==> src/lrc_pkg.sv <==
// line_rect_clip shared package: widths, fixed-point constants, pipeline types
// and the per-edge clip step used by the top level
// depends on nothing
package lrc_pkg;

   localparam int CW         = 32;            // coordinate width
   localparam int DW         = CW + 1;        // exact difference width
   localparam int MW         = CW + 1;        // magnitude width
   localparam int T_FRAC     = 32;            // fraction bits of t
   localparam int TW         = T_FRAC + 2;    // signed t, holds -1 and one plus a bit
   localparam int RW         = MW + 1;        // divider remainder width
   localparam int DIV_BPS    = 2;             // quotient bits per divider stage
   localparam int DIV_STAGES = T_FRAC / DIV_BPS;
   localparam int N_EDGES    = 4;

   localparam int EDGE_LEFT   = 0;
   localparam int EDGE_RIGHT  = 1;
   localparam int EDGE_BOTTOM = 2;
   localparam int EDGE_TOP    = 3;

   localparam logic signed [TW-1:0] T_ZERO  = '0;
   localparam logic signed [TW-1:0] T_ONE   = {2'b01, {T_FRAC{1'b0}}};
   localparam logic signed [TW-1:0] T_ABOVE = {2'b01, {(T_FRAC-1){1'b0}}, 1'b1};
   localparam logic signed [TW-1:0] T_BELOW = '1;

   typedef struct packed {
      logic signed [CW-1:0] win_left;
      logic signed [CW-1:0] win_right;
      logic signed [CW-1:0] win_bottom;
      logic signed [CW-1:0] win_top;
      logic signed [CW-1:0] start_x;
      logic signed [CW-1:0] start_y;
      logic signed [CW-1:0] end_x;
      logic signed [CW-1:0] end_y;
   } seg_req_type;

   typedef struct packed {
      logic p_neg;
      logic p_zero;
      logic q_neg;
      logic t_neg;
      logic t_above;
      logic t_one;
   } edge_cls_type;

   typedef struct packed {
      logic signed [CW-1:0] x1;
      logic signed [CW-1:0] y1;
      logic signed [CW-1:0] x2;
      logic signed [CW-1:0] y2;
      logic signed [DW-1:0] dx;
      logic signed [DW-1:0] dy;
      edge_cls_type [N_EDGES-1:0] cls;
   } seg_side_type;

   typedef struct packed {
      logic                 ok;
      logic signed [TW-1:0] tmin;
      logic signed [TW-1:0] tmax;
   } clip_range_type;

   function automatic logic [MW-1:0] magnitude(input logic signed [DW-1:0] v);
      logic [MW-1:0] m;
      m = (v < 0) ? MW'(-v) : MW'(v);
      return m;
   endfunction

   // saturated t from the divider quotient
   function automatic logic signed [TW-1:0] edge_ratio(input edge_cls_type c,
                                                       input logic [T_FRAC-1:0] quo);
      logic signed [TW-1:0] t;
      priority if (c.t_neg)   t = T_BELOW;
      else if (c.t_above)     t = T_ABOVE;
      else if (c.t_one)       t = T_ONE;
      else                    t = signed'({2'b00, quo});
      return t;
   endfunction

   function automatic clip_range_type edge_step(input edge_cls_type c,
                                                input logic signed [TW-1:0] t,
                                                input clip_range_type r);
      clip_range_type n;
      n = r;
      if (r.ok) begin
         priority if (c.p_neg) begin
            if (t > r.tmax)      n.ok = 1'b0;
            else if (t > r.tmin) n.tmin = t;
         end else if (!c.p_zero) begin
            if (t < r.tmin)      n.ok = 1'b0;
            else if (t < r.tmax) n.tmax = t;
         end else begin
            if (c.q_neg)         n.ok = 1'b0;
         end
      end
      return n;
   endfunction

endpackage

==> src/lrc_div.sv <==
// pipelined restoring divider, DIV_BPS (two) quotient bits per stage, fraction only
// depends on lrc_pkg
module lrc_div import lrc_pkg::*; (
   input  logic              clock,
   input  logic              en,
   input  logic [MW-1:0]     num,
   input  logic [MW-1:0]     den,
   output logic [T_FRAC-1:0] quo
);

   logic [RW-1:0]     rem_w [DIV_STAGES+1];
   logic [T_FRAC-1:0] quo_w [DIV_STAGES+1];
   logic [MW-1:0]     den_w [DIV_STAGES+1];
   logic [RW-1:0]     rem_ff [DIV_STAGES];
   logic [T_FRAC-1:0] quo_ff [DIV_STAGES];
   logic [MW-1:0]     den_ff [DIV_STAGES];
   logic [RW-1:0]     rem_in [DIV_STAGES];
   logic [T_FRAC-1:0] quo_in [DIV_STAGES];

   assign rem_w[0] = RW'(num);
   assign quo_w[0] = '0;
   assign den_w[0] = den;

   for (genvar s = 0; s < DIV_STAGES; s++) begin : g_stage
      always_comb begin
         logic [RW-1:0]     r;
         logic [T_FRAC-1:0] qv;
         r  = rem_w[s];
         qv = quo_w[s];
         for (int b = 0; b < DIV_BPS; b++) begin
            r  = r << 1;
            qv = qv << 1;
            if (r >= RW'(den_w[s])) begin
               r     = r - RW'(den_w[s]);
               qv[0] = 1'b1;
            end
         end
         rem_in[s] = r;
         quo_in[s] = qv;
      end

      always_ff @(posedge clock) begin
         if (en) begin
            rem_ff[s] <= rem_in[s];
            quo_ff[s] <= quo_in[s];
            den_ff[s] <= den_w[s];
         end
      end

      assign rem_w[s+1] = rem_ff[s];
      assign quo_w[s+1] = quo_ff[s];
      assign den_w[s+1] = den_ff[s];
   end

   assign quo = quo_w[DIV_STAGES];

endmodule

==> config.mk <==
export PLATFORM = sky130hd
export DESIGN_NAME = lrc_div
export DESIGN_NICKNAME = d
export VERILOG_FILES = /design/src/lrc_pkg.sv /design/src/lrc_div.sv
export SDC_FILE = /design/constraint.sdc
export NUM_CORES = 2
export LEC_CHECK = 0
export BUFFER_PORTS_ARGS = -buffer_cell sky130_fd_sc_hd__buf_2
export CAP_MARGIN = 10
export CORE_ASPECT_RATIO = 0.8
export CORE_MARGIN = 2
export CORE_UTILIZATION = 50
export CTS_CLUSTER_DIAMETER = 120
export DETAILED_ROUTE_END_ITERATION = 8
export PLACE_DENSITY_LB_ADDON = 0.12
export SLEW_MARGIN = 25
export SYNTH_ARGS = -nofsm -noshare
export SYNTH_HDL_FRONTEND = slang
export SYNTH_SLANG_ARGS = --single-unit
==> constraint.sdc <==
create_clock -name clock -period 9.7 [get_ports clock]
set_input_delay 1.455 -clock clock [delete_from_list [all_inputs] [get_ports clock]]
set_output_delay 1.455 -clock clock [all_outputs]
set_load 0.1 [all_outputs]
; ---- Word-level counts from Yosys, hierarchy flattened
; Memories as Yosys holds them, arrays and structs flattened.
; Index checks and enable logic that the tools add are counted.
[classes]
order_cmp = 32
shift = 0
n_eq_ne = 0
reduce_logical = 0
multipliers = 0
mux = 66
div_mod_pow = 0
add_sub_neg = 32
n_bitwise = 0
[ops]
columns = operator, n
row1 = $ge A34 B33 Y1, 32
row2 = $mux W34, 16
row3 = $sub A34 B33 Y34, 16
row4 = $mux W33, 16
row5 = $sub A33 B33 Y33, 16
row6 = $mux W1, 34
[word_totals]
mem_bits_rw = 1584
input_bits = 68
latchBits = 0
mem_bits_ro = 0
word_cells = 133
ff_bits = 0
out_inout_bits = 32
memories = 3
[memory_table]
columns = memory, depth, width, rd, rd_clocked_by_memory_dff, wr, line_no
row1 = rem_ff, 16, 34, 15, 0, 16, lrc_div.sv:14  ; logic [RW-1:0] rem_ff [DIV_STAGES];
row2 = den_ff, 16, 33, 15, 0, 16, lrc_div.sv:16  ; logic [MW-1:0] den_ff [DIV_STAGES];
row3 = quo_ff, 16, 32, 16, 0, 16, lrc_div.sv:15  ; logic [T_FRAC-1:0] quo_ff [DIV_STAGES];

; ---- Longest topological paths before layout
; An unclocked memory read counts as a cell.
[logic_depth]
ltp_word = 5
depth_mapped = 29
ltp_nobuf = 25

; ---- Worst setup path after synthesis
; No wires, ideal clock.
[synth_path]
kind = in2reg
start = in den[0]
end = mem rem_ff[0][14] (netlist bit), data pin
setup_ns = 0.260
n_path_buf = 3
cell_stages = 26
arrival_ns = 7.068
slack_ns = 2.373
required_time_ns = 9.440
path_cell_list = inv_1 > fa_1 > a211oi_1 > o21ai_0 > nand4b_1 > a31oi_1 > nor3_1 > o21ai_0 > a221oi_1 > o21ai_1 > clkbuf_1 > mux2_2 > ha_1 > and3_1 > a221o_1 > a21oi_1 > or3_1 > a41oi_1 > a221oi_1 > o211a_1 > o31ai_1 > a211oi_1 > clkbuf_1 > inv_1 > clkbuf_1 > mux2_2
[synth_lines]
columns = element, line_no
row1 = "start, declared", lrc_div.sv:7  ; input logic [MW-1:0] den,
row2 = "end, declared", lrc_div.sv:14

==> flow_metrics.env <==
export IMPL_slew_viol_final=0
export IMPL_coreArea_um2=201000
export IMPL_outcome="finished clean"
export IMPL_worstMarginPinSlew_ns=1.15
export IMPL_holdCritPathClass="register to register"
export IMPL_drt_iter0_drc=7134
export IMPL_regArea_um2=37900
export IMPL_arrival_ns=8.89
export IMPL_cts_tree="done"
export IMPL_place_gp_congestion=0.943
export IMPL_end_kind="register"
export IMPL_syn_area_per_cell_um2=9.64
export IMPL_synthArstFlopShare_pct=0
export IMPL_final_cell_area_um2=110000
export IMPL_cts_buffer_depth=3
export IMPL_slew_headroom_pct=21.6
export IMPL_place_inst=13140
export IMPL_period_share_pct=86.1
export IMPL_period_needed_ns=8.36
export IMPL_path_max_fanout=37
export IMPL_path_buf_inv=3
export IMPL_cts_sinks=1262
export IMPL_synthesis_nets=11651
export IMPL_cts_hold_buffers_added=0
export IMPL_numCtsBuffers=142
export IMPL_ys_warn_count=0
export IMPL_cts_setup_buffers=0
export IMPL_max_freq_ghz=0.120
export IMPL_grt_pass1_vias=77083
export IMPL_crit_slowest_cell="o2111a_1"
export IMPL_syn_area_um2=101000
export IMPL_post_drt_wl_per_cell_um=22.2
export IMPL_ioPinCount=100
export IMPL_routed_wl_mm=297
export IMPL_grt_antenna_before_repair=14
export IMPL_ys_flop_type="edfxtp_1"
export IMPL_cap_violations=0
export IMPL_cpLargestDelayFamily="compound AO/OA/AOI/OAI gates"
export IMPL_critPathMaxStageDelay_ns=0.74
export IMPL_cp_required_ns=10.24
export IMPL_synth_seq_cells=1262
export IMPL_startpoint_type="register"
export IMPL_htree_levels=4
export IMPL_die_h_um=407
export IMPL_yosysTopAreaCell="edfxtp_1"
export IMPL_dpl_cell_area_um2=105000
export IMPL_grt_total_usage_pct=28.1
export IMPL_ant_nets=0
export IMPL_grt_max_degree=182
export IMPL_synth_cells=10528
export IMPL_cts_repair_resized=0
export IMPL_vias=80653
export IMPL_yosysUniqueCellTypes=93
export IMPL_clk_latency_ns=0.82
export IMPL_synth_edff_count=1262
export IMPL_cts_root_buf="clkbuf_16"
export IMPL_syn_to_final_growth_pct=8.28
export IMPL_final_hold_violation_count=0
export IMPL_synth_area_top_cells="edfxtp_1 37%, ha_1 13%, mux2_2 5.2%"
export IMPL_synth_top_area_share_pct=37.4
export IMPL_initial_core_util_pct=50.4
export IMPL_die_width_um=508
export IMPL_drive_gt1_share_pct=9.06
export IMPL_clkTransAtPathRegs_ns=0.07
export IMPL_numPortBuffers=99
export IMPL_drt_pass1_iterations=6
export IMPL_die_area_um2=207000
export IMPL_final_nets=11725
export IMPL_fillers=18076
export IMPL_viasPerCell=6.02
export IMPL_dpl_worst_slack_ns=1.22
export IMPL_rsz0062_at_grt="false"
export IMPL_grt_remaining_overflow=0
export IMPL_cp_cell_sequence="inv_1, fa_1, a21oi_1, o2bb2ai_1, o2111ai_1, a211oi_1, o21ai_0, and2_1, o211ai_1, buf_4, mux2_2, ha_1, a21oi_1, o21ai_0, or4_1, a31oi_1, a21oi_1, a211oi_1, o21ai_0, a211oi_1, o2111a_1, inv_1, mux2_2"
export IMPL_fin_tns_setup_ns=0
export IMPL_instances_no_fill=13399
export IMPL_drc=0
export IMPL_rows=147
export IMPL_fin_skew_ns=0.0429
export IMPL_multi_input_area_um2=59700
export IMPL_setup_violations_final=0
export IMPL_dp_hpwl_mm=238
export IMPL_grt_pass1_wl_mm=451
export IMPL_synth_seq_area_share_pct=37.4
export IMPL_setup_ws_ns=1.34
export IMPL_criticalPathCategory="register to register"
## state kept, by name (all words and copies together) (netlist names)
register and flops:
den_ff 495, rem_ff 495, quo_ff 272
## cell type report
class	instances	area share, %
clock buffer	165	3.37
antenna	3	0.00683
tap	2682	3.05
inverter	807	2.76
clock inverter	91	0.994
sequential	1262	34.5
timing repair buffer	156	0.934
multi-input combinational	8233	54.4
## cell families after synthesis
| logic type | synth area share, % |
|---|---|
| simple gates | 11.9 |
| flops | 37.4 |
| fa+ha+maj | 13.1 |
| xor+xnor | 7.40 |
| mux | 5.80 |
| buf+inv | 3.90 |
| compound gates | 20.5 |
## synth_stat cells (170+ instances only)
| master | count |
|---|---|
| nand3_1 | 200 |
| ha_1 | 1039 |
| nand2_1 | 748 |
| xnor2_1 | 576 |
| a21o_1 | 566 |
| inv_1 | 802 |
| nor2_1 | 688 |
| mux2_2 | 465 |
| edfxtp_1 | 1262 |
| o21ai_0 | 657 |
| clkbuf_1 | 170 |
| xor2_1 | 281 |
| a21oi_1 | 1038 |
## final timing paths
check,startpoint,to,slack (ns),cells after the start
setup / recovery,den_ff[1][0],rem_ff[1][56],1.34,23
setup reg to reg,den_ff[1][0],rem_ff[1][56],1.34,23
hold / removal,quo_ff[1][177],quo_ff[1][211],0.39,0
hold reg to reg,quo_ff[1][177],quo_ff[1][211],0.39,0
## metal layers
metal,GRT usage [%],part of all wire [%],vias up
li1,-,-,39309
met1,38.0,44,38548
met2,46.9,47,2327
met3,3.70,5.9,469
met4,8.70,3.2,0
met5,0,0,-
## cell usage in the layout (no fill, tap or decap), drive strengths merged, types with 34 or more instances in the layout
cell type and instances:
clkinv 50, buf 156, xor2 281, nor4 42, nand4 130, nor2 688, clkbuf 165, o21ai 666
mux2 495, ha 1039, xnor2 576, or3 46, and2 74, edfxtp 1262, inv 819, nand2 749
a31oi 76, and3 112, nor2b 122, o31ai 67, a221oi 35, a21oi 1038, a21boi 41, o21a 117
o21bai 162, a211oi 88, nor3 149, nand3 200, nand2b 111, o211ai 48, a21o 566, and4 34
## through the flow
stage / util (%) / hold slack [ns]
3_5_place_dp: 52.2 / 0.405
6_report: 54.6 / 0.393
2_1_floorplan: - / 0.400
5_1_grt: 54.6 / 0.414
4_1_cts: 54.6 / 0.399
3_3_place_gp: 52.2 / 0.400
Power is left out: the tool's default activity adds up to more than one toggle a clock period on the data nets, which glitch-free logic cannot reach.
