### src/lrc_pkg.sv
// line_rect_clip shared package: widths, fixed-point constants, pipeline types
// and the per-edge clip step used by the top level
// depends on nothing
package lrc_pkg;

   localparam int CW         = 32;            // coordinate width
   localparam int DW         = CW + 1;        // exact difference width
   localparam int MW         = CW + 1;        // magnitude width
   localparam int T_FRAC     = 32;            // fraction bits of t
   localparam int TW         = T_FRAC + 2;    // signed t, holds -1 and one plus a bit
   localparam int RW         = MW + 1;        // divider remainder width
   localparam int DIV_BPS    = 2;             // quotient bits per divider stage
   localparam int DIV_STAGES = T_FRAC / DIV_BPS;
   localparam int N_EDGES    = 4;

   localparam int EDGE_LEFT   = 0;
   localparam int EDGE_RIGHT  = 1;
   localparam int EDGE_BOTTOM = 2;
   localparam int EDGE_TOP    = 3;

   localparam logic signed [TW-1:0] T_ZERO  = '0;
   localparam logic signed [TW-1:0] T_ONE   = {2'b01, {T_FRAC{1'b0}}};
   localparam logic signed [TW-1:0] T_ABOVE = {2'b01, {(T_FRAC-1){1'b0}}, 1'b1};
   localparam logic signed [TW-1:0] T_BELOW = '1;

   typedef struct packed {
      logic signed [CW-1:0] win_left;
      logic signed [CW-1:0] win_right;
      logic signed [CW-1:0] win_bottom;
      logic signed [CW-1:0] win_top;
      logic signed [CW-1:0] start_x;
      logic signed [CW-1:0] start_y;
      logic signed [CW-1:0] end_x;
      logic signed [CW-1:0] end_y;
   } seg_req_type;

   typedef struct packed {
      logic p_neg;
      logic p_zero;
      logic q_neg;
      logic t_neg;
      logic t_above;
      logic t_one;
   } edge_cls_type;

   typedef struct packed {
      logic signed [CW-1:0] x1;
      logic signed [CW-1:0] y1;
      logic signed [CW-1:0] x2;
      logic signed [CW-1:0] y2;
      logic signed [DW-1:0] dx;
      logic signed [DW-1:0] dy;
      edge_cls_type [N_EDGES-1:0] cls;
   } seg_side_type;

   typedef struct packed {
      logic                 ok;
      logic signed [TW-1:0] tmin;
      logic signed [TW-1:0] tmax;
   } clip_range_type;

   function automatic logic [MW-1:0] magnitude(input logic signed [DW-1:0] v);
      logic [MW-1:0] m;
      m = (v < 0) ? MW'(-v) : MW'(v);
      return m;
   endfunction

   // saturated t from the divider quotient
   function automatic logic signed [TW-1:0] edge_ratio(input edge_cls_type c,
                                                       input logic [T_FRAC-1:0] quo);
      logic signed [TW-1:0] t;
      priority if (c.t_neg)   t = T_BELOW;
      else if (c.t_above)     t = T_ABOVE;
      else if (c.t_one)       t = T_ONE;
      else                    t = signed'({2'b00, quo});
      return t;
   endfunction

   function automatic clip_range_type edge_step(input edge_cls_type c,
                                                input logic signed [TW-1:0] t,
                                                input clip_range_type r);
      clip_range_type n;
      n = r;
      if (r.ok) begin
         priority if (c.p_neg) begin
            if (t > r.tmax)      n.ok = 1'b0;
            else if (t > r.tmin) n.tmin = t;
         end else if (!c.p_zero) begin
            if (t < r.tmin)      n.ok = 1'b0;
            else if (t < r.tmax) n.tmax = t;
         end else begin
            if (c.q_neg)         n.ok = 1'b0;
         end
      end
      return n;
   endfunction

endpackage

### src/lrc_lerp.sv
// two-stage endpoint interpolation: truncated product, then add to the base
// depends on lrc_pkg
module lrc_lerp import lrc_pkg::*; (
   input  logic                 clock,
   input  logic                 en,
   input  logic signed [CW-1:0] base,
   input  logic signed [CW-1:0] alt,
   input  logic signed [DW-1:0] d,
   input  logic signed [TW-1:0] t,
   input  logic                 move,
   input  logic                 vis,
   output logic signed [CW-1:0] coord
);

   logic [MW-1:0]          a;
   logic [CW+T_FRAC-1:0]   mul;
   logic [MW-1:0]          prod_ff, prod_in;
   logic                   dneg_ff, move_ff, vis_ff;
   logic signed [CW-1:0]   base_ff, alt_ff;
   logic signed [DW:0]     sum;
   logic signed [CW-1:0]   coord_ff, coord_in;

   always_comb begin
      a   = magnitude(d);
      mul = (CW+T_FRAC)'(a[CW-1:0]) * (CW+T_FRAC)'(t[T_FRAC-1:0]);
      priority if (t[T_FRAC])  prod_in = a;   // t is exactly one
      else if (a[MW-1])        prod_in = MW'({t[T_FRAC-1:0], {CW{1'b0}}} >> T_FRAC);
      else                     prod_in = MW'(mul >> T_FRAC);
   end

   always_ff @(posedge clock) begin
      if (en) begin
         prod_ff <= prod_in;
         dneg_ff <= d < 0;
         base_ff <= base;
         alt_ff  <= alt;
         move_ff <= move;
         vis_ff  <= vis;
      end
   end

   always_comb begin
      if (dneg_ff) sum = (DW+1)'(base_ff) - signed'({1'b0, prod_ff});
      else         sum = (DW+1)'(base_ff) + signed'({1'b0, prod_ff});
      priority if (!vis_ff) coord_in = '0;
      else if (move_ff)     coord_in = sum[CW-1:0];
      else                  coord_in = alt_ff;
   end

   always_ff @(posedge clock) begin
      if (en) coord_ff <= coord_in;
   end

   assign coord = coord_ff;

endmodule

### config.mk
export PLATFORM = sky130hd
export DESIGN_NAME = lrc_lerp
export DESIGN_NICKNAME = d
export VERILOG_FILES = /design/src/lrc_pkg.sv /design/src/lrc_lerp.sv
export SDC_FILE = /design/constraint.sdc
export NUM_CORES = 2
export LEC_CHECK = 0
export BUFFER_PORTS_ARGS = -buffer_cell sky130_fd_sc_hd__buf_2
export CAP_MARGIN = 20
export CORE_MARGIN = 4
export CORE_UTILIZATION = 58
export CTS_CLUSTER_SIZE = 8
export DETAILED_ROUTE_END_ITERATION = 12
export PLACE_DENSITY_LB_ADDON = 0.12
export SETUP_SLACK_MARGIN = 0.1
export SLEW_MARGIN = 15
export SYNTH_ARGS = -nofsm -noshare
export SYNTH_HDL_FRONTEND = slang
export SYNTH_SLANG_ARGS = --single-unit
### constraint.sdc
create_clock -name clock -period 25.6 [get_ports clock]
set_input_delay 2.56 -clock clock [delete_from_list [all_inputs] [get_ports clock]]
set_output_delay 2.56 -clock clock [all_outputs]
set_load 0.02 [all_outputs]
---- After elaboration in Yosys (flattened, before gate mapping) ----
Index checks and enable logic that the tools add are counted.
word-level totals
  flip-flop bits (word level) ............. 131
  input port bits ......................... 135
  output and inout port bits .............. 32
  word-level logic and storage cells ...... 17
operators by class
  add/subtract/negate cells ............... 3
  multipliers ............................. 1
  order comparisons ....................... 1
  muxes and demuxes ....................... 5
operators by type and width
  cell                   number
  $mux W32               4
  $mul A32 B32 Y64       1
  $lt A33 B1 Y1 const B  1
  $mux W33               1
  $neg A33 Y33           1
  $add A32 B32 Y32       1
  $sub A32 B32 Y32       1

---- Depth between registers and ports, before layout ----
  depth in word-level cells ............... 5
  gate-level depth with buffers ........... 38
  gate-level depth less buffers ........... 34

---- Least setup slack after synthesis ----
Ideal clock, no wire load.
  kind .................................... in2reg
  start point ............................. input port d[0]
  end point ............................... register prod_ff[24] (data pin)
  arrival ................................. 10843 ps
  required time ........................... 25340 ps
  slack ................................... 14497 ps
  stages on the path ...................... 37
  path buffers ............................ 4
  path through ............................ clkbuf_1 -> clkbuf_1 -> inv_1 -> ha_1 -> nand2_1 -> nor3_2 -> nand2_1 -> or3_4 -> o31a_1 -> xor2_1 -> clkbuf_1 -> nand2_1 -> fa_1 -> inv_1 -> fa_1 -> fa_1 -> inv_1 -> fa_1 -> inv_1 -> fa_1 -> fa_1 -> fa_1 -> inv_1 -> fa_1 -> inv_1 -> ha_1 -> clkbuf_1 -> a21oi_1 -> o21bai_1 -> a21oi_1 -> nand4_1 -> o21ai_0 -> nand2_1 -> a21oi_1 -> mux2i_1 -> o41ai_1 -> mux2_2
on the way
  cells in the longest elaborated chain, start to end .. 5
  elaborated cells between the ends (all ways) .. 6
RTL lines
  element                                        RTL line        text
  start: declaration                             lrc_lerp.sv:8   input logic signed [DW-1:0] d,
  $neg A33 Y33 or $lt A33 B1 Y1 (tied branches)  lrc_pkg.sv:64   m = (v < 0) ? MW'(-v) : MW'(v);
  $mux W33 *                                     lrc_pkg.sv:64
  $mul A32 B32 Y64                               lrc_lerp.sv:25  mul = (CW+T_FRAC)'(a[CW-1:0]) * (CW+T_FRAC)'(t[T_FRAC-1:0]);
  $mux W32                                       lrc_lerp.sv:27  else if (a[MW-1]) prod_in = MW'({t[T_FRAC-1:0], {CW{1'b0}}} >> T_FRAC);
  $mux W32 *                                     lrc_lerp.sv:26  priority if (t[T_FRAC]) prod_in = a;
  net prod_in[24]                                lrc_lerp.sv:17  logic [MW-1:0] prod_ff, prod_in;
  end signal: assignment                         lrc_lerp.sv:33  prod_ff <= prod_in;
  end: declaration                               lrc_lerp.sv:17
Mark *: on every way through the listed nets, which the timed path passes. The rest lies on a longest branch.
A chain may end at the register's enable or synchronous reset.

---- Final worst setup path ----
Same ends and word-level chain as after synthesis.

==> metrics.md <==
| Metric | Value |
|---|---|
| Status | complete, no violations |
| Area share of the leading cell type in the synthesized netlist | 0.441 |
| EDFF count, synth | 131 |
| CP max-delay cell | fa_1 |
| Crit-path max cell delay | 0.55 ns |
| I/O Buffers | 165 |
| Data required time of the worst path | 25.89 ns |
| CTS sink count | 131 |
| TritonRoute pass-1 iters | 7 |
| Vias in the first global route | approximately 32k |
| CTS-repair resized insts | 0 |
| GP Congestion | 0.894 |
| Final worst-path cycle share | 0.487 |
| CTS tree | done |
| Worst skew pair latency | 0.42 ns |
| Total Wirelength | 113000 µm |
| Final critical-path required period | 12.48 ns |
| Boundary Pins | 167 |
| Post-synth top flop | edfxtp_1 |
| Cell count after synthesis | 4330 |
| Post-DP HPWL | around 80000 µm |
| Worst setup path category | input port to flop |
| CP Max Fanout | 35 |
| Max clock buf depth | 2 |
| GR Overflow Total | 0 |
| CTS clk-pin slew, worst paths | 0.06 ns |
| First-pass GRT wire length | 181000 µm |
| Die area | approximately 74000 µm² |
| Root buffer cell | clkbuf_16 |
| Setup repair bufs after CTS | 0 |
| Top cells by area, synth | fa_1 44%, edfxtp_1 9.7%, and2_1 9.1%, ha_1 9.0%, inv_1 7.9% |
| Hold-fix buffer count after cts | 0 |
| Worst-margin pin slew | ~1.2 ns |
| Hold WC Path Type | flop to flop |
| Area grow syn2layout | 5.70% |
| Initial drt markers | 2411 |
| Fin nets | 5650 |
| Core Region | 69100 µm² |
| Mean post-synth cell area | 9.39 µm² |
| Cell Area, Synth | 40700 µm² |
| Setup tns final | 0 ns |
| YS warnings | 0 |
| Initial Util | 0.589 |
| H-tree Lvls | 4 |
| Slew Limit Fails | 0 |
| Tot GR Track Use | 0.316 |
| Unrepaired setup endpoints after global routing | false |
| Rel. slew slack | 0.172 |
| Synthesis-stage register bit count | 131 |
| CP most frequent cell | fa_1 |
| Die X | 273 µm |
| Clk_skew | ~0.0075 ns |
| Final routed DRC violation total | 0 |
| Synth area leader | fa_1 |
| Max Cap Viol | 0 |
| Synthesized net count | 5654 |
| Crit. End Element | flop |
| FP Rows | 96 |
| Maximum operating frequency | 80.1 MHz |
| Share of layout cells above drive strength 1 | 0.0682 |
| DRT antenna net count | 0 |
| Antenna violations before repair | 6 |
| Die H | 273 µm |
| Vias/cell | 5.71 |
| Post-synthesis sequential area ratio | 0.0967 |
| Avg WL per Cell | 21.4 µm |
| Startpoint types | input port |
| Ys async rst share | 0 |
| Largest net degree at the start of global routing | 81 |
| Setup Viol. Count Final | 0 |
| Data arrival, critical path | 12.77 ns |
| Synth unique cells | 82 |
| Fin. Hold Viols | 0 |
| Total number of vias | 30.1k |
| CTS Buf Count | 17 |
==> layout by cell type (no fill, tap or decap), types with 15 or more instances in the layout <==
cell type / n
nand3_1: 26
nor2_1: 86
mux2i_1: 23
xnor2_2: 27
inv_1: 860
or3_1: 15
edfxtp_1: 131
ha_1: 293
a21o_1: 48
buf_4: 45
buf_2: 164
o21a_1: 21
a21oi_1: 120
and2_1: 593
fa_1: 896
nor2b_1: 37
nor3_1: 24
and3_1: 15
xnor2_1: 61
o21ai_0: 79
nand2_1: 526
nand4_1: 23
xor2_1: 21
clkbuf_16: 17
==> cell usage after synthesis, types with 12 or more instances <==
library cell	count
or3_1	15
ha_1	293
a21oi_1	120
nand4_1	23
nand2_1	526
nor4_1	13
fa_1	896
clkbuf_1	218
and3_1	15
nor2b_1	37
edfxtp_1	131
nor2_1	86
a31oi_1	12
o21bai_1	13
inv_1	860
o21ai_0	79
and2_1	593
nand3_1	26
xnor2_1	87
xor2_1	25
a21o_1	48
mux2i_1	23
nor3_1	24
o21a_1	21
==> path summary, 6_finish.rpt <==
check / startpoint / slack, ns / depth (start not counted) / endpoint
hold / removal: alt_ff[0] / 0.55 / 1 / coord[0]
setup / recovery: d[0] / 13.12 / 36 / prod_ff[24]
hold reg to reg: alt_ff[0] / 0.55 / 1 / coord[0]
setup reg to reg: prod_ff[3] / 20.49 / 18 / coord[29]
==> worst max-delay path: cells and delay by family <==
kind | cells | cell delay, ns
compound gates | 7 | 2.30
xor+xnor | 1 | 0.50
buf+inv | 9 | 1.17
fa+ha+maj | 10 | 4.41
simple gates | 7 | 1.37
mux | 2 | 0.41
==> stage by stage <==
stage	instances	util	setup WS (ns)	hold WS [ns]	cell area, µm²
after detailed placement	5238	0.614	12.87	0.544	42400
after floorplan	4330	-	14.50	0.524	40700
after CTS	5270	0.622	13.23	0.553	43000
after global routing	5273	0.622	12.64	0.570	43000
final	5275	0.622	13.12	0.553	43000
after global placement	5238	0.614	12.82	0.528	42400
==> final cells by class <==
cell class	instances	area (µm²)
multi-input combinational	3106	32900
fill	5908	26100
sequential	131	3930
inverter	861	3230
tap	931	1160
timing repair buffer	209	1160
clock buffer	20	437
clock inverter	12	163
antenna	5	12.5
==> routing by layer <==
layer	GRT usage	vias up	part of all wire
li1	-	13115	-
met1	0.445	15428	0.41
met2	0.509	1327	0.46
met3	0.0551	246	0.090
met4	0.0929	0	0.035
met5	0	-	0
==> flip-flops by register name (all words and copies together), names as in the netlist <==
name and flops:
alt_ff 32, base_ff 32, coord 32, dneg_ff 1, move_ff 1, prod_ff 32
vis_ff 1
==> logic make-up (layout without fill, tap and decap cells) <==
family | count (synthesis) | count (layout) | synth area share
AND/OR/NAND/NOR | 1399 | 1399 | 0.179
other | 0 | 5 | 0
XOR/XNOR | 113 | 113 | 0.0245
adder cells (fa/ha/maj) | 1189 | 1189 | 0.531
buffers and inverters | 1093 | 1102 | 0.101
AO/OA/AOI/OAI | 377 | 377 | 0.0600
multiplexers | 28 | 28 | 0.00704
flip-flops | 131 | 131 | 0.0967
Power is not shown: default switching activity piles up to over one toggle a cycle in this logic, so the estimate is an artifact.
