[src/lrc_pkg.sv]
// line_rect_clip shared package: widths, fixed-point constants, pipeline types
// and the per-edge clip step used by the top level
// depends on nothing
package lrc_pkg;

   localparam int CW         = 32;            // coordinate width
   localparam int DW         = CW + 1;        // exact difference width
   localparam int MW         = CW + 1;        // magnitude width
   localparam int T_FRAC     = 32;            // fraction bits of t
   localparam int TW         = T_FRAC + 2;    // signed t, holds -1 and one plus a bit
   localparam int RW         = MW + 1;        // divider remainder width
   localparam int DIV_BPS    = 2;             // quotient bits per divider stage
   localparam int DIV_STAGES = T_FRAC / DIV_BPS;
   localparam int N_EDGES    = 4;

   localparam int EDGE_LEFT   = 0;
   localparam int EDGE_RIGHT  = 1;
   localparam int EDGE_BOTTOM = 2;
   localparam int EDGE_TOP    = 3;

   localparam logic signed [TW-1:0] T_ZERO  = '0;
   localparam logic signed [TW-1:0] T_ONE   = {2'b01, {T_FRAC{1'b0}}};
   localparam logic signed [TW-1:0] T_ABOVE = {2'b01, {(T_FRAC-1){1'b0}}, 1'b1};
   localparam logic signed [TW-1:0] T_BELOW = '1;

   typedef struct packed {
      logic signed [CW-1:0] win_left;
      logic signed [CW-1:0] win_right;
      logic signed [CW-1:0] win_bottom;
      logic signed [CW-1:0] win_top;
      logic signed [CW-1:0] start_x;
      logic signed [CW-1:0] start_y;
      logic signed [CW-1:0] end_x;
      logic signed [CW-1:0] end_y;
   } seg_req_type;

   typedef struct packed {
      logic p_neg;
      logic p_zero;
      logic q_neg;
      logic t_neg;
      logic t_above;
      logic t_one;
   } edge_cls_type;

   typedef struct packed {
      logic signed [CW-1:0] x1;
      logic signed [CW-1:0] y1;
      logic signed [CW-1:0] x2;
      logic signed [CW-1:0] y2;
      logic signed [DW-1:0] dx;
      logic signed [DW-1:0] dy;
      edge_cls_type [N_EDGES-1:0] cls;
   } seg_side_type;

   typedef struct packed {
      logic                 ok;
      logic signed [TW-1:0] tmin;
      logic signed [TW-1:0] tmax;
   } clip_range_type;

   function automatic logic [MW-1:0] magnitude(input logic signed [DW-1:0] v);
      logic [MW-1:0] m;
      m = (v < 0) ? MW'(-v) : MW'(v);
      return m;
   endfunction

   // saturated t from the divider quotient
   function automatic logic signed [TW-1:0] edge_ratio(input edge_cls_type c,
                                                       input logic [T_FRAC-1:0] quo);
      logic signed [TW-1:0] t;
      priority if (c.t_neg)   t = T_BELOW;
      else if (c.t_above)     t = T_ABOVE;
      else if (c.t_one)       t = T_ONE;
      else                    t = signed'({2'b00, quo});
      return t;
   endfunction

   function automatic clip_range_type edge_step(input edge_cls_type c,
                                                input logic signed [TW-1:0] t,
                                                input clip_range_type r);
      clip_range_type n;
      n = r;
      if (r.ok) begin
         priority if (c.p_neg) begin
            if (t > r.tmax)      n.ok = 1'b0;
            else if (t > r.tmin) n.tmin = t;
         end else if (!c.p_zero) begin
            if (t < r.tmin)      n.ok = 1'b0;
            else if (t < r.tmax) n.tmax = t;
         end else begin
            if (c.q_neg)         n.ok = 1'b0;
         end
      end
      return n;
   endfunction

endpackage

[src/lrc_prep.sv]
// two front stages: edge distance and direction terms, then magnitudes and
// edge classification; depends on lrc_pkg
module lrc_prep import lrc_pkg::*; (
   input  logic                 clock,
   input  logic                 en,
   input  seg_req_type          seg,
   output seg_side_type         side,
   output logic [MW-1:0]        num [N_EDGES],
   output logic [MW-1:0]        den [N_EDGES]
);

   logic signed [CW-1:0] x1_ff, y1_ff, x2_ff, y2_ff;
   logic signed [DW-1:0] dx_ff, dy_ff, dx_in, dy_in;
   logic signed [DW-1:0] p_ff [N_EDGES];
   logic signed [DW-1:0] q_ff [N_EDGES];
   logic signed [DW-1:0] p_in [N_EDGES];
   logic signed [DW-1:0] q_in [N_EDGES];
   seg_side_type         side_ff, side_in;
   logic [MW-1:0]        num_ff [N_EDGES];
   logic [MW-1:0]        den_ff [N_EDGES];
   logic [MW-1:0]        num_in [N_EDGES];
   logic [MW-1:0]        den_in [N_EDGES];

   // stage a: differences
   always_comb begin
      dx_in = DW'(seg.end_x) - DW'(seg.start_x);
      dy_in = DW'(seg.end_y) - DW'(seg.start_y);
      p_in[EDGE_LEFT]   = -dx_in;
      q_in[EDGE_LEFT]   = DW'(seg.start_x) - DW'(seg.win_left);
      p_in[EDGE_RIGHT]  = dx_in;
      q_in[EDGE_RIGHT]  = DW'(seg.win_right) - DW'(seg.start_x);
      p_in[EDGE_BOTTOM] = -dy_in;
      q_in[EDGE_BOTTOM] = DW'(seg.start_y) - DW'(seg.win_bottom);
      p_in[EDGE_TOP]    = dy_in;
      q_in[EDGE_TOP]    = DW'(seg.win_top) - DW'(seg.start_y);
   end

   always_ff @(posedge clock) begin
      if (en) begin
         x1_ff <= seg.start_x;
         y1_ff <= seg.start_y;
         x2_ff <= seg.end_x;
         y2_ff <= seg.end_y;
         dx_ff <= dx_in;
         dy_ff <= dy_in;
         p_ff  <= p_in;
         q_ff  <= q_in;
      end
   end

   // stage b: magnitudes and classification
   always_comb begin
      side_in.x1 = x1_ff;
      side_in.y1 = y1_ff;
      side_in.x2 = x2_ff;
      side_in.y2 = y2_ff;
      side_in.dx = dx_ff;
      side_in.dy = dy_ff;
      for (int e = 0; e < N_EDGES; e++) begin
         num_in[e] = magnitude(q_ff[e]);
         den_in[e] = magnitude(p_ff[e]);
         side_in.cls[e].p_neg   = p_ff[e] < 0;
         side_in.cls[e].p_zero  = p_ff[e] == '0;
         side_in.cls[e].q_neg   = q_ff[e] < 0;
         side_in.cls[e].t_neg   = (q_ff[e] != '0) && ((q_ff[e] < 0) != (p_ff[e] < 0));
         side_in.cls[e].t_above = num_in[e] > den_in[e];
         side_in.cls[e].t_one   = num_in[e] == den_in[e];
      end
   end

   always_ff @(posedge clock) begin
      if (en) begin
         side_ff <= side_in;
         num_ff  <= num_in;
         den_ff  <= den_in;
      end
   end

   assign side = side_ff;
   assign num  = num_ff;
   assign den  = den_ff;

endmodule

[config.mk]
export PLATFORM = sky130hd
export DESIGN_NAME = lrc_prep
export DESIGN_NICKNAME = d
export VERILOG_FILES = /design/src/lrc_pkg.sv /design/src/lrc_prep.sv
export SDC_FILE = /design/constraint.sdc
export NUM_CORES = 2
export LEC_CHECK = 0
export BUFFER_PORTS_ARGS = -buffer_cell sky130_fd_sc_hd__buf_2
export CAP_MARGIN = 40
export CORE_MARGIN = 8
export CORE_UTILIZATION = 54
export DETAILED_ROUTE_END_ITERATION = 7
export GPL_TIMING_DRIVEN = 1
export PLACE_DENSITY = 0.89
export SLEW_MARGIN = 20
export SYNTH_ARGS = -nofsm -noshare
export SYNTH_HDL_FRONTEND = slang
export SYNTH_SLANG_ARGS = --single-unit
[constraint.sdc]
create_clock -name clock -period 11.6 [get_ports clock]
set_clock_uncertainty 0.2 [all_clocks]
set_input_delay 0.58 -clock clock [delete_from_list [all_inputs] [get_ports clock]]
set_output_delay 0.58 -clock clock [all_outputs]
set_load 0.1 [all_outputs]
# Word level (Yosys, flattened, before mapping)
# Cells that the tools add are included.
[totals]
ram_bits = 0
wordCells = 106
romBits = 0
output_inout_bits = 482
input_bits = 258
mem_count = 0
latchBits = 0
regBits = 874
[op_classes]
n_mul = 0
shifts = 0
n_div = 0
n_reduce_logical = 12
addsub = 16
eq_ne = 8
magnitude_cmp = 12
n_mux = 8
bitwise = 0
[op_table]
columns = ["cell", "count"]
rows = [
  ["negator 33 bit", 10],
  ["< comparator 33 x 1 -> 1 bit, second input constant", 8],
  ["two-way mux 33 bit", 8],
  ["subtractor 32 x 32 -> 33 bit", 6],
  ["equality test 33 bit", 4],
  ["> comparator 33 bit", 4],
  ["zero test 33 bit", 4],
  ["nonzero test 33 bit", 4],
  ["logical AND 1 bit", 4],
  ["inequality test 1 bit", 4],
]

# Logic depth before layout (Yosys ltp)
[depth]
ltp_word = 3
depth_mapped = 21
ltp_nobuf = 21

# Worst setup path after synthesis
# OpenSTA, ideal clock, no wires.
[synth_timing]
path_type = "reg-to-reg"
from = "register p_ff[6] (netlist name)"
to = "register side_ff, in the netlist side[19], data pin"
arrival_time_ns = 4.829
stages_incl_launch_ff = 18
setup_slack_ns = 6.310
required_ns = 11.139
path_buffers = 0
setup_ns = 0.261
synth_period_minus_slack_ns = 5.290
path_cell_list = "edfxtp_1 > or4_4 > or3_1 > or3_1 > or4_4 > or3_4 > or4_4 > and2_1 > xnor2_1 > ha_1 > a21o_1 > a21o_1 > a21o_1 > a21o_1 > a21oi_1 > o21ai_0 > a211oi_1 > a21oi_1"
[synth_rtl]
columns = ["item", "line_no", "rtl"]
rows = [
  ["from (decl)", "lrc_prep.sv:14", "logic signed [DW-1:0] p_ff [N_EDGES];"],
  ["from (signal assigned)", "lrc_prep.sv:46", "p_ff <= p_in;"],
  ["to (signal assigned)", "lrc_prep.sv:73", "side_ff <= side_in;"],
  ["to (decl)", "lrc_prep.sv:18", "seg_side_type side_ff, side_in;"],
]

==> results.py <==
metrics = {
    "status": {
        "status": "completed",
    },
    "logic_synthesis": {
        "synth_warnings": 0,
        "synth_top_area_cell": "edfxtp_1",
        "synth_top_cells_by_area": "edfxtp_1 (56%), ha_1 (9.0%), xnor2_1 (5.5%)",
        "synth-async-reset-ratio_pct": 0,
        "synth_cell_types": 87,
        "syn_nets": 4409,
        "syn-cell-area_um2": 46200,
        "ys_seq_area_share_pct": 56.3,
        "synthFlopType": "edfxtp_1",
        "ys_ff_latch": 866,
        "synth_edf_count": 866,
        "avgSynthCellArea_um2": 12.1,
        "synth_top_area_share_pct": 56.3,
        "syn_inst": 3814,
    },
    "placement": {
        "place_ws_ns": 5.70,
        "dp_hpwl_um": 117000,
        "port_buffers": 739,
        "place_congestion": 0.972,
    },
    "routing": {
        "drt_first_pass_iters": 6,
        "ant_nets": 0,
        "drc": 0,
        "vias_per_cell": 5.99,
        "wl_um": 154000,
        "vias": 35850,
        "initialDrtViolationCount": 3790,
        "wl_per_cell_um": 25.7,
    },
    "global_routing": {
        "grt.total_usage_pct": 30.7,
        "antenna_found_initial": 46,
        "grt_pass1_vias": 35724,
        "gr-total-overflow": 0,
        "grt_pass1_wl_um": 219000,
        "grt_max_degree": 174,
    },
    "floorplan": {
        "boundaryPins": 740,
        "coreArea_um2": 85000,
        "dieHeight_um": 309,
        "dieArea_um2": 95200,
        "die_w_um": 309,
        "num_rows": 107,
        "initial_core_util_pct": 54.4,
    },
    "timing": {
        "fmax_mhz": 168,
        "fin_ws_ns": 5.66,
        "fin_crit_ns": 5.94,
        "rsz0062_at_grt": "false",
        "setup_viol": 0,
        "holdWs_ns": 0.0350,
        "worstMarginPinSlew_ns": 0.972,
        "min_period_over_period_pct": 51.2,
        "slew_violations": 0,
        "hold_viol_final": 0,
        "tns_ns": 0,
        "slew_headroom_pct": 35.2,
    },
    "min_path": {
        "min_path_type": "input port to flip-flop",
        "min_path_cells": 1,
    },
    "layout": {
        "mostFrequentLayoutCell": "edfxtp_1",
        "area_delta_synth_final_pct": 20.8,
        "nets": 5324,
        "final_util_pct": 65.7,
        "drive_gt1_share_pct": 20.0,
        "mostFrequentLayoutCells": "edfxtp_1 (866), buf_2 (738), inv_1 (367)",
    },
    "clocking": {
        "tritoncts": "done",
        "clk_pin_slew_ns": 0.06,
        "htreeDepth": 3,
        "cts-root-buf": "clkbuf_16",
        "clk_latency_ns": 0.70,
        "numCtsBuffers": 93,
        "max-clock-path-buffers": 3,
        "cts_sinks": 866,
    },
    "critical_path": {
        "cp-start-kind": "flip-flop",
        "r2r_cells": 19,
        "crit_type": "flip-flop to flip-flop",
        "crit_path_frequent_cell": "a21o_1",
        "cp_cell_sequence": "or4_4, or3_1, or3_1, or4_1, or3_1, o31ai_1, nand2_1, xor2_1, inv_1, ha_1, a21o_1, a21o_1, a21o_1, a21o_1, a21o_1, a21oi_1, o21ai_0, a211oi_1, a21oi_1",
        "worstPathArrival_ns": 6.14,
        "crit_path_max_fanout": 4,
        "cpMaxStageDelayCell": "or4_4",
        "cp.required_ns": 11.81,
        "end_kind": "flip-flop",
        "slowest_delay_ns": 0.57,
    },
    "power_and_ir_drop": {
        "p_leak_nw": 23.1,
        "power.density_nw_per_um2": 205,
        "total_power_mw": 11.5,
        "peakVddDrop_mv": 0.186,
    },
    "job": {
        "drv_cap": 0,
    },
}
## cell usage after synthesis (all sizes together) (7+ instances only)
cell       n
a2111oi    9
a211o      8
a211oi    27
a21boi    22
a21o     114
a21oi    167
a221oi     9
a311oi     7
a31oi     13
and2      29
and3      26
and4      11
buf        7
clkbuf    54
edfxtp   866
ha       331
inv      367
nand2    213
nand2b    42
nand3     55
nand3b     9
nand4     56
nor2     168
nor2b     44
nor3      75
nor3b      8
nor4      34
o2111ai   13
o211ai    15
o21a      70
o21ai    174
o21bai    15
o311ai     8
o31a      13
o31ai     68
o41ai     37
or2       29
or3       32
or4       63
xnor2    290
xor2     136
## path summary, 6_finish.rpt
| kind | from | end | slack [ns] |
|---|---|---|---|
| worst max-delay path | p_ff[6] | side[19] | 5.66 |
| worst min-delay path | seg[19] | y2_ff[19] | 0.03 |
| worst max register to register | p_ff[6] | side[19] | 5.66 |
| worst min register to register | x1_ff[6] | side[192] | 0.21 |
## cell type report
cell class | instances | area (µm²)
Fill cell | 6028 | 29200
Sequential cell | 866 | 26000
Antenna cell | 34 | 85.1
Timing Repair Buffer | 881 | 5160
Multi-Input combinational cell | 2520 | 18600
Clock inverter | 66 | 815
Inverter | 367 | 1380
Tap cell | 1144 | 1430
Clock buffer | 105 | 2390
## stage by stage
| step | cells | instance area, µm² |
|---|---|---|
| 6_report | 5983 | 55900 |
| 5_1_grt | 5969 | 55800 |
| 4_1_cts | 5945 | 55700 |
| 3_5_place_dp | 5654 | 51300 |
| 3_3_place_gp | 5654 | 51300 |
| 2_1_floorplan | 3814 | 46200 |
## metal layers
metal	track usage [%]	part of all wire (%)
met5	0	0.15
met4	14.9	5.3
met3	8.83	11
met2	54.5	50
met1	33.6	33
## what timing repair did
| item | 4_1_cts | 5_1_grt |
|---|---|---|
| hold buffers | 120 | 0 |
| endpoints found under the hold margin | 120 | 0 |
| endpoints found under the setup margin | 0 | 0 |
| resized for setup | 0 | 0 |
| buffers inserted | 0 | 0 |
## cell families after synthesis
kind of cell | Yosys count | synth area share [%]
AND/OR/NAND/NOR | 912 | 10.4
flip-flops | 866 | 56.3
AO/OA/AOI/OAI | 838 | 12.3
buffers and inverters | 428 | 3.53
XOR/XNOR | 426 | 8.07
adder cells (fa/ha/maj) | 337 | 9.22
multiplexers | 7 | 0.162
## sequential cells by signal (all words and copies together) (netlist names)
register and flops:
den 130, num 132, p_ff 130, q_ff 132, side 214, x1_ff 32
x2_ff 32, y1_ff 32, y2_ff 32
## worst max-delay path, delay by kind of cell (launching register included)
kind            cells  cell delay (ns)
flops               1             0.43
compound gates     10             2.07
simple gates        6             2.41
fa+ha+maj           1             0.28
buf+inv             1             0.07
xor+xnor            1             0.21
## power breakdown
| group | leakage, nW | internal, mW | switching, mW |
|---|---|---|---|
| Clock | 1.54 | 1.83 | 1.33 |
| Combinational | 13.1 | 0.978 | 2.98 |
| Sequential | 8.49 | 4.03 | 0.321 |
Power figures use the tool's default switching activity.
